File: src/design/pmx_pkg.sv
// Shared types and constants for the partially mapped crossover block.
`default_nettype none

package pmx_pkg;

    localparam int GENE_W    = 6;
    localparam int NUM_GENES = 64;

    typedef logic [GENE_W-1:0] gene_t;

    typedef enum logic [2:0] {
        ST_LOAD,
        ST_SETUP,
        ST_SEG,
        ST_FILL,
        ST_WAIT,
        ST_FETCH,
        ST_SEND
    } top_state_t;

    typedef enum logic [1:0] {
        SIDE_IDLE,
        SIDE_WALK,
        SIDE_DONE
    } side_state_t;

    typedef struct packed {
        logic clear;
        logic seg_en;
        logic start;
        logic ack;
    } side_ctrl_t;

endpackage

`default_nettype wire

File: src/design/pmx_side.sv
// One child of the crossover: its mapping table, used bitmap, gene store and chain walker.
`default_nettype none

module pmx_side #(
    parameter int MAX_CITIES = 64
) (
    input  wire logic                           clk,
    input  wire logic                           rst_n,
    input  wire pmx_pkg::side_ctrl_t            ctrl,
    input  wire logic [$clog2(MAX_CITIES)-1:0]  pos,
    input  wire pmx_pkg::gene_t                 own_gene,
    input  wire pmx_pkg::gene_t                 other_gene,
    output logic                                done,
    output pmx_pkg::gene_t                      child_gene
);

    localparam int SW = $clog2(MAX_CITIES + 1);

    pmx_pkg::gene_t child_mem [MAX_CITIES];
    pmx_pkg::gene_t map_mem [pmx_pkg::NUM_GENES];

    pmx_pkg::side_state_t state_reg, state_next;
    logic [pmx_pkg::NUM_GENES-1:0] used_reg, used_next;
    pmx_pkg::gene_t g_reg, g_next;
    pmx_pkg::gene_t map_rd_reg;
    pmx_pkg::gene_t child_rd_reg;
    logic [SW-1:0] steps_reg, steps_next;

    logic walk_more;
    logic step;
    logic commit;

    assign walk_more = used_reg[g_reg] && (steps_reg != SW'(MAX_CITIES));

    always_comb
    begin
        state_next = state_reg;
        unique case (state_reg)
            pmx_pkg::SIDE_IDLE:
            begin
                if (ctrl.start)
                begin
                    state_next = pmx_pkg::SIDE_WALK;
                end
            end
            pmx_pkg::SIDE_WALK:
            begin
                if (!walk_more)
                begin
                    state_next = pmx_pkg::SIDE_DONE;
                end
            end
            pmx_pkg::SIDE_DONE:
            begin
                if (ctrl.ack)
                begin
                    state_next = pmx_pkg::SIDE_IDLE;
                end
            end
            default:
            begin
                state_next = pmx_pkg::SIDE_IDLE;
            end
        endcase
    end

    always_comb
    begin
        step   = 1'b0;
        commit = 1'b0;
        done   = 1'b0;
        unique case (state_reg)
            pmx_pkg::SIDE_IDLE:
            begin
            end
            pmx_pkg::SIDE_WALK:
            begin
                step   = walk_more;
                commit = !walk_more;
            end
            pmx_pkg::SIDE_DONE:
            begin
                done = 1'b1;
            end
            default:
            begin
            end
        endcase
    end

    always_comb
    begin
        g_next     = g_reg;
        steps_next = steps_reg;
        if (ctrl.start && (state_reg == pmx_pkg::SIDE_IDLE))
        begin
            g_next     = own_gene;
            steps_next = '0;
        end
        else if (step)
        begin
            g_next     = map_rd_reg;
            steps_next = steps_reg + SW'(1);
        end
    end

    always_comb
    begin
        used_next = used_reg;
        if (ctrl.clear)
        begin
            used_next = '0;
        end
        else if (ctrl.seg_en)
        begin
            used_next[other_gene] = 1'b1;
        end
        else if (commit)
        begin
            used_next[g_reg] = 1'b1;
        end
    end

    always_ff @(posedge clk or negedge rst_n)
    begin
        if (!rst_n)
        begin
            state_reg <= pmx_pkg::SIDE_IDLE;
            used_reg  <= '0;
        end
        else
        begin
            state_reg <= state_next;
            used_reg  <= used_next;
        end
    end

    always_ff @(posedge clk)
    begin
        g_reg     <= g_next;
        steps_reg <= steps_next;
    end

    // The map is read at the gene the walker holds in the next cycle.
    always_ff @(posedge clk)
    begin
        if (ctrl.seg_en && !used_reg[other_gene])
        begin
            map_mem[other_gene] <= own_gene;
        end
        map_rd_reg <= map_mem[g_next];
    end

    always_ff @(posedge clk)
    begin
        if (ctrl.seg_en)
        begin
            child_mem[pos] <= other_gene;
        end
        else if (commit)
        begin
            child_mem[pos] <= g_reg;
        end
        child_rd_reg <= child_mem[pos];
    end

    assign child_gene = child_rd_reg;

endmodule

`default_nettype wire

File: src/design/partially_mapped_crossover.sv
// Top level of the partially mapped crossover: parent load, sequencer and result output.
// Loading accepts a gene pair whenever parent_valid is high; the block is not ready while
// it computes or emits. Compute: a setup step, a pass over the segment positions, then a
// fill pass that, outside the segment, starts both chain walks (one map read a step) and
// waits for the longer. Output: each result comes from a registered child store read.
// Reset clears the sequencer, load count and used bitmaps; the stores need no clearing.
`default_nettype none

module partially_mapped_crossover #(
    parameter int MAX_CITIES = 64
) (
    input  wire logic           clk,
    input  wire logic           rst_n,
    input  wire logic           parent_valid,
    output logic                parent_ready,
    input  wire pmx_pkg::gene_t parent_a_city,
    input  wire pmx_pkg::gene_t parent_b_city,
    input  wire logic [5:0]     segment_start,
    input  wire logic [5:0]     segment_end,
    input  wire logic           last_gene,
    output logic                child_valid,
    input  wire logic           child_ready,
    output pmx_pkg::gene_t      child_a_city,
    output pmx_pkg::gene_t      child_b_city,
    output logic [5:0]          position,
    output logic                last_out
);

    localparam int AW = $clog2(MAX_CITIES);
    localparam int CW = $clog2(MAX_CITIES + 1);

    pmx_pkg::gene_t parent_a_mem [MAX_CITIES];
    pmx_pkg::gene_t parent_b_mem [MAX_CITIES];

    pmx_pkg::top_state_t state_reg, state_next;
    logic [CW-1:0] count_reg, count_next;
    logic [AW-1:0] pos_reg, pos_next;
    logic [AW-1:0] lo_reg, hi_reg, last_reg;
    pmx_pkg::gene_t pa_rd_reg, pb_rd_reg;

    pmx_pkg::side_ctrl_t ctrl;
    logic done_a, done_b;

    logic in_xfer;
    logic out_xfer;
    logic full;
    logic [CW-1:0] n_val;
    logic [6:0] nm1_ext;
    logic [6:0] s_cl, e_cl;
    logic [AW-1:0] lo_val, hi_val;
    logic in_seg;
    logic at_last;

    assign in_xfer  = parent_valid && parent_ready;
    assign out_xfer = child_valid && child_ready;
    assign full     = (count_reg == CW'(MAX_CITIES));
    assign n_val    = full ? count_reg : count_reg + CW'(1);
    assign nm1_ext  = 7'(n_val - CW'(1));
    assign s_cl     = (7'(segment_start) > nm1_ext) ? nm1_ext : 7'(segment_start);
    assign e_cl     = (7'(segment_end) > nm1_ext) ? nm1_ext : 7'(segment_end);
    assign lo_val   = (s_cl < e_cl) ? AW'(s_cl) : AW'(e_cl);
    assign hi_val   = (s_cl < e_cl) ? AW'(e_cl) : AW'(s_cl);
    assign in_seg   = (pos_reg >= lo_reg) && (pos_reg <= hi_reg);
    assign at_last  = (pos_reg == last_reg);

    always_comb
    begin
        state_next = state_reg;
        unique case (state_reg)
            pmx_pkg::ST_LOAD:
            begin
                if (in_xfer && last_gene)
                begin
                    state_next = pmx_pkg::ST_SETUP;
                end
            end
            pmx_pkg::ST_SETUP:
            begin
                state_next = pmx_pkg::ST_SEG;
            end
            pmx_pkg::ST_SEG:
            begin
                if (pos_reg == hi_reg)
                begin
                    state_next = pmx_pkg::ST_FILL;
                end
            end
            pmx_pkg::ST_FILL:
            begin
                if (!in_seg)
                begin
                    state_next = pmx_pkg::ST_WAIT;
                end
                else if (at_last)
                begin
                    state_next = pmx_pkg::ST_FETCH;
                end
            end
            pmx_pkg::ST_WAIT:
            begin
                if (done_a && done_b)
                begin
                    state_next = at_last ? pmx_pkg::ST_FETCH : pmx_pkg::ST_FILL;
                end
            end
            pmx_pkg::ST_FETCH:
            begin
                state_next = pmx_pkg::ST_SEND;
            end
            pmx_pkg::ST_SEND:
            begin
                if (child_ready)
                begin
                    state_next = at_last ? pmx_pkg::ST_LOAD : pmx_pkg::ST_FETCH;
                end
            end
            default:
            begin
                state_next = pmx_pkg::ST_LOAD;
            end
        endcase
    end

    always_comb
    begin
        parent_ready = 1'b0;
        child_valid  = 1'b0;
        ctrl         = '0;
        pos_next     = pos_reg;
        unique case (state_reg)
            pmx_pkg::ST_LOAD:
            begin
                parent_ready = 1'b1;
            end
            pmx_pkg::ST_SETUP:
            begin
                ctrl.clear = 1'b1;
                pos_next   = lo_reg;
            end
            pmx_pkg::ST_SEG:
            begin
                ctrl.seg_en = 1'b1;
                pos_next    = (pos_reg == hi_reg) ? '0 : pos_reg + AW'(1);
            end
            pmx_pkg::ST_FILL:
            begin
                if (!in_seg)
                begin
                    ctrl.start = 1'b1;
                end
                else
                begin
                    pos_next = at_last ? '0 : pos_reg + AW'(1);
                end
            end
            pmx_pkg::ST_WAIT:
            begin
                if (done_a && done_b)
                begin
                    ctrl.ack = 1'b1;
                    pos_next = at_last ? '0 : pos_reg + AW'(1);
                end
            end
            pmx_pkg::ST_FETCH:
            begin
            end
            pmx_pkg::ST_SEND:
            begin
                child_valid = 1'b1;
                if (child_ready && !at_last)
                begin
                    pos_next = pos_reg + AW'(1);
                end
            end
            default:
            begin
            end
        endcase
    end

    always_comb
    begin
        count_next = count_reg;
        if (in_xfer)
        begin
            if (last_gene)
            begin
                count_next = '0;
            end
            else if (!full)
            begin
                count_next = count_reg + CW'(1);
            end
        end
    end

    always_ff @(posedge clk or negedge rst_n)
    begin
        if (!rst_n)
        begin
            state_reg <= pmx_pkg::ST_LOAD;
            count_reg <= '0;
            pos_reg   <= '0;
        end
        else
        begin
            state_reg <= state_next;
            count_reg <= count_next;
            pos_reg   <= pos_next;
        end
    end

    always_ff @(posedge clk)
    begin
        if (in_xfer && last_gene)
        begin
            lo_reg   <= lo_val;
            hi_reg   <= hi_val;
            last_reg <= AW'(nm1_ext);
        end
    end

    // Parent stores are read at the position the sequencer holds in the next cycle.
    always_ff @(posedge clk)
    begin
        if (in_xfer && !full)
        begin
            parent_a_mem[count_reg[AW-1:0]] <= parent_a_city;
            parent_b_mem[count_reg[AW-1:0]] <= parent_b_city;
        end
        pa_rd_reg <= parent_a_mem[pos_next];
        pb_rd_reg <= parent_b_mem[pos_next];
    end

    pmx_side #(
        .MAX_CITIES (MAX_CITIES)
    ) u_side_a (
        .clk        (clk),
        .rst_n      (rst_n),
        .ctrl       (ctrl),
        .pos        (pos_reg),
        .own_gene   (pa_rd_reg),
        .other_gene (pb_rd_reg),
        .done       (done_a),
        .child_gene (child_a_city)
    );

    pmx_side #(
        .MAX_CITIES (MAX_CITIES)
    ) u_side_b (
        .clk        (clk),
        .rst_n      (rst_n),
        .ctrl       (ctrl),
        .pos        (pos_reg),
        .own_gene   (pb_rd_reg),
        .other_gene (pa_rd_reg),
        .done       (done_b),
        .child_gene (child_b_city)
    );

    assign position = 6'(pos_reg);
    assign last_out = at_last;

    assert property (@(posedge clk) disable iff (!rst_n)
        !(parent_ready && child_valid))
        else $error("Input and output handshakes are open together.");

    assert property (@(posedge clk) disable iff (!rst_n)
        (out_xfer && last_out) |=> parent_ready)
        else $error("Block did not return to loading after the final transfer.");

    assert property (@(posedge clk) disable iff (!rst_n)
        (state_reg == pmx_pkg::ST_SEG) |-> (pos_reg >= lo_reg && pos_reg <= hi_reg))
        else $error("Segment pass left the segment bounds.");

    assert property (@(posedge clk) disable iff (!rst_n)
        (in_xfer && last_gene) |=> (count_reg == '0))
        else $error("Load count not cleared after the final gene pair.");

endmodule

`default_nettype wire
File: config.mk
export PLATFORM = sky130hd
export DESIGN_NAME = partially_mapped_crossover
export DESIGN_NICKNAME = d
export VERILOG_FILES = /design/src/design/pmx_pkg.sv /design/src/design/pmx_side.sv /design/src/design/partially_mapped_crossover.sv
export SDC_FILE = /design/constraint.sdc
export NUM_CORES = 2
export LEC_CHECK = 0
export BUFFER_PORTS_ARGS = -buffer_cell sky130_fd_sc_hd__buf_4
export CORE_UTILIZATION = 63
export DETAILED_ROUTE_END_ITERATION = 16
export PLACE_DENSITY = 0.85
export RECOVER_POWER = 25
export SLEW_MARGIN = 25
export SYNTH_ARGS = -nofsm -noshare
export SYNTH_HDL_FRONTEND = slang
export SYNTH_SLANG_ARGS = --single-unit
File: constraint.sdc
create_clock -name clk -period 6.96 [get_ports clk]
set_input_delay 0.348 -clock clk [delete_from_list [all_inputs] [get_ports clk]]
set_output_delay 0.348 -clock clk [all_outputs]
set_load 0.005 [all_outputs]
==> results by group <==
Status
  • Status: finished with violations
  • Failing checks: max-capacitance violations, max-slew violations

Worst setup path
  • Slowest cell delay on critical path: 0.57 ns
  • Crit. End Element: register
  • Critical Path Fanout Max: 11
  • Worst EP arrival: 7.30 ns
  • Cells on worst reg2reg path: 25
  • Critical path's slowest cell: dlygate4sd3_1
  • Worst path bufs/invs: 3
  • Startpoint types: register
  • WP data required: 7.60 ns
  • Reg-to-reg critical path startpoint: count_reg[5]
  • CP delay by family, top: simple AND/OR/NAND/NOR gates
  • RR Endpoint: lo_reg[3]
  • CP Class: register to register
  • Worst R2R Setup Slack: 0.30 ns

Yosys
  • Mapped cell area: 0.102 sq mm
  • Syn Nets: 6841
  • Synth cell count leaders: edfxtp_1, nor2_1, nand2_1
  • Post-synth EDFFs: 2322
  • Synth area leader: edfxtp_1
  • Ys async rst share: 0.0585
  • Synthesized netlist cell count: 6782
  • Top FF cell, synth: edfxtp_1
  • Synth cell types: 99
  • Sequential-to-total area share from yosys stat: 0.730
  • Synth area leaders: edfxtp_1, dfrtp_1, mux2i_1, a22oi_1, a221oi_1
  • Syn avg cell area: 15.1 sq um
  • Post-synth top area share: 0.682
  • YS warnings: 0
  • Cell with the most instances after synthesis: edfxtp_1
  • Seq cells post-synth: 2532

Routing
  • Wirelength per Cell: 29.5 um
  • DR vias: 66000
  • Drt via density: 7.20
  • ANT nets after route: 0
  • DRT Wirelength: 270000 um
  • Iter 0 DRT Violations: 11800
  • Initial DRT Pass Iterations: 7
  • Drc violations: 0

Place
  • RD Place Congestion: 0.961
  • Hpwl dp: 155000 um
  • PortBufs: 49
  • Placed cell area: 0.105 sq mm

Die
  • # IOs: 50
  • CORE AREA: 0.161 sq mm
  • Row cnt: 147
  • Die W: 405 um
  • Initial Utilization: 0.636
  • DIE HEIGHT: 405 um
  • Die area: 0.164 sq mm

GRT
  • Initial antenna violation count: 5
  • Total grt overflow: 0
  • Largest net degree at the start of global routing: 115
  • All-Layer GR Usage: 0.326
  • Vias in the first global route: 64000
  • First-pass GRT wire length: 399000 um

Clock tree
  • CTS tree: yes
  • Max Root-Sink Buffers: 3
  • TritonCTS buffer count: 233
  • Clock-pin slew on the worst setup and hold paths: 0.06 ns
  • Clock root buffer: clkbuf_16
  • H-tree depth: 4
  • Clock sink count: 2532
  • Clock Latency Late Sink: 0.91 ns

STA
  • Fin crit share: 0.957
  • Slew headroom: -2.14
  • Sum of negative setup slack: 0 ns
  • Clock Skews: 0.0684 ns
  • Worst-margin pin slew: 4.71 ns
  • Final setup viols: 0
  • Post-layout min period: 6.66 ns
  • Final Max Tran Viols: 1409
  • Fin. Hold Viols: 0
  • Fmax: 150 MHz
  • RSZ-0062 raised after global routing: no

Final layout
  • Layout cell share with drive strength beyond 1: 0.119
  • Final #Nets: 6849
  • Finished Cell Area: 0.113 sq mm
  • P&R area growth vs syn: 10.4%

Min path
  • Hold path startpoint: segment_start[0]
  • Worst Hold End: hi_reg[0]
  • Hold Path Class: input port to register
  • Hold Crit Depth: 3

Power
  • Peak VDD IR: 0.000604 V
  • Power Density: 480 mW/mm^2
  • Static Leak: 36.9 nW

Flow run
  • Max_cap viols: 22
## power by group
part	internal (W)	switching (W)	total, W
Combinational	0.00655	0.0149	0.0215
Clock	0.00707	0.00571	0.0128
Sequential	0.0191	0.000810	0.0199
Total	0.0327	0.0215	0.0541
## timing repair
action,4_1_cts,5_1_grt
hold endpoints to repair,105,0
buffers inserted,0,0
gates resized for setup,0,4
endpoints found under the setup margin,0,5
hold buffers,21,0
## through the flow
| stage | utilization | total power (W) | worst slack (ns) | hold WS (ns) | std cells |
|---|---|---|---|---|---|
| 3_3_place_gp | 0.652 | 0.0397 | 0.788 | 0.459 | 8694 |
| 2_1_floorplan | - | 0.0332 | 1.35 | 0.0524 | 6782 |
| 5_1_grt | 0.702 | 0.0555 | 0.0436 | 0.0407 | 9156 |
| 6_report | 0.702 | 0.0541 | 0.300 | 0.0505 | 9160 |
| 3_5_place_dp | 0.653 | 0.0404 | 0.616 | 0.466 | 8694 |
| 4_1_cts | 0.702 | 0.0532 | 0.0679 | 0.00421 | 9156 |
## placed cells by master (no fill, tap or decap), types with 32 or more instances in the layout
cell       Yosys  routed
a211oi_1      46      46
a41oi_1       32      32
edfxtp_1    2322    2322
buf_4         25     159
a31oi_1      113     113
inv_1         44      41
dfxtp_1       62      59
mux2_2       112     107
nor2_2         2      49
o21ai_0      126     121
a21oi_1      172     171
a22o_1       106     106
nand3_1      158     157
clkbuf_1     236      76
o221ai_1      52      52
a221oi_1     252     252
clkinv_1       2      42
nand2b_1      34      34
o22ai_1       71      70
nor3_1        63      56
clkinv_2       0      42
mux2i_1      347     347
dfrtp_1      148     146
mux4_2        55      55
nand2_1      538     537
nand4_1       94      94
clkbuf_16      0     237
a22oi_1      319     318
nor4_1        39      34
nor2_1       550     500
nor2b_1       59      58
## worst max path at each step
stage          slack [ns]                       end               from  depth (start not counted)
3_3_place_gp         0.79                 hi_reg[4]       count_reg[5]                         22
6_report             0.30                 lo_reg[3]       count_reg[5]                         25
4_1_cts              0.07                 hi_reg[5]       count_reg[5]                         23
3_5_place_dp         0.62                 lo_reg[4]       count_reg[5]                         22
5_1_grt              0.04                 hi_reg[4]       count_reg[5]                         25
2_1_floorplan        1.35  u_side_a.child_mem[0][0]  u_side_a.g_reg[2]                         12
## cell type report
class / instances / area, sq um
Fill cell: 9607 / 47900
Clock buffer: 303 / 6280
Inverter: 53 / 216
Clock inverter: 138 / 1390
Antenna cell: 4 / 10.0
Sequential cell: 2532 / 74700
Tap cell: 2160 / 2700
Multi-Input combinational cell: 3758 / 25800
Timing Repair Buffer: 212 / 1710
## per-layer routing
metal / up-vias / global-route usage / share of wire
met5: - / 0 / 0.000063
met4: 4 / 0.167 / 0.057
met3: 1130 / 0.0797 / 0.13
met2: 5626 / 0.504 / 0.46
met1: 32200 / 0.433 / 0.35
li1: 27000 / - / -
## cells by family (layout without fill, tap and decap cells)
family / after synthesis / count (layout) / synth area share
compound gates: 1499 / 1499 / 0.108
xor+xnor: 27 / 27 / 0.00231
fa+ha+maj: 35 / 35 / 0.00420
buf+inv: 492 / 706 / 0.0212
flops: 2532 / 2532 / 0.730
mux: 515 / 515 / 0.0585
other cells: 2 / 6 / 0.0000735
simple gates: 1680 / 1680 / 0.0749
## worst reg2reg max path, stage by stage, from the launching register on
cell	delay (ns)
dfrtp_1	0.50
or3_4	0.52
or3_1	0.55
nor2_8	0.16
a21oi_1	0.06
xnor2_1	0.23
inv_1	0.15
ha_1	0.32
a21o_1	0.16
a21oi_1	0.16
a31oi_1	0.08
maj3_2	0.32
maj3_2	0.31
maj3_2	0.34
nand2_4	0.13
mux2i_1	0.31
inv_1	0.08
ha_1	0.32
a21oi_1	0.18
nor2b_1	0.06
o21ai_0	0.14
nand2b_1	0.09
nor2_1	0.23
o31a_4	0.31
mux2i_1	0.11
dlygate4sd3_1	0.57
No activity file was read; power rests on OpenSTA's default activity.
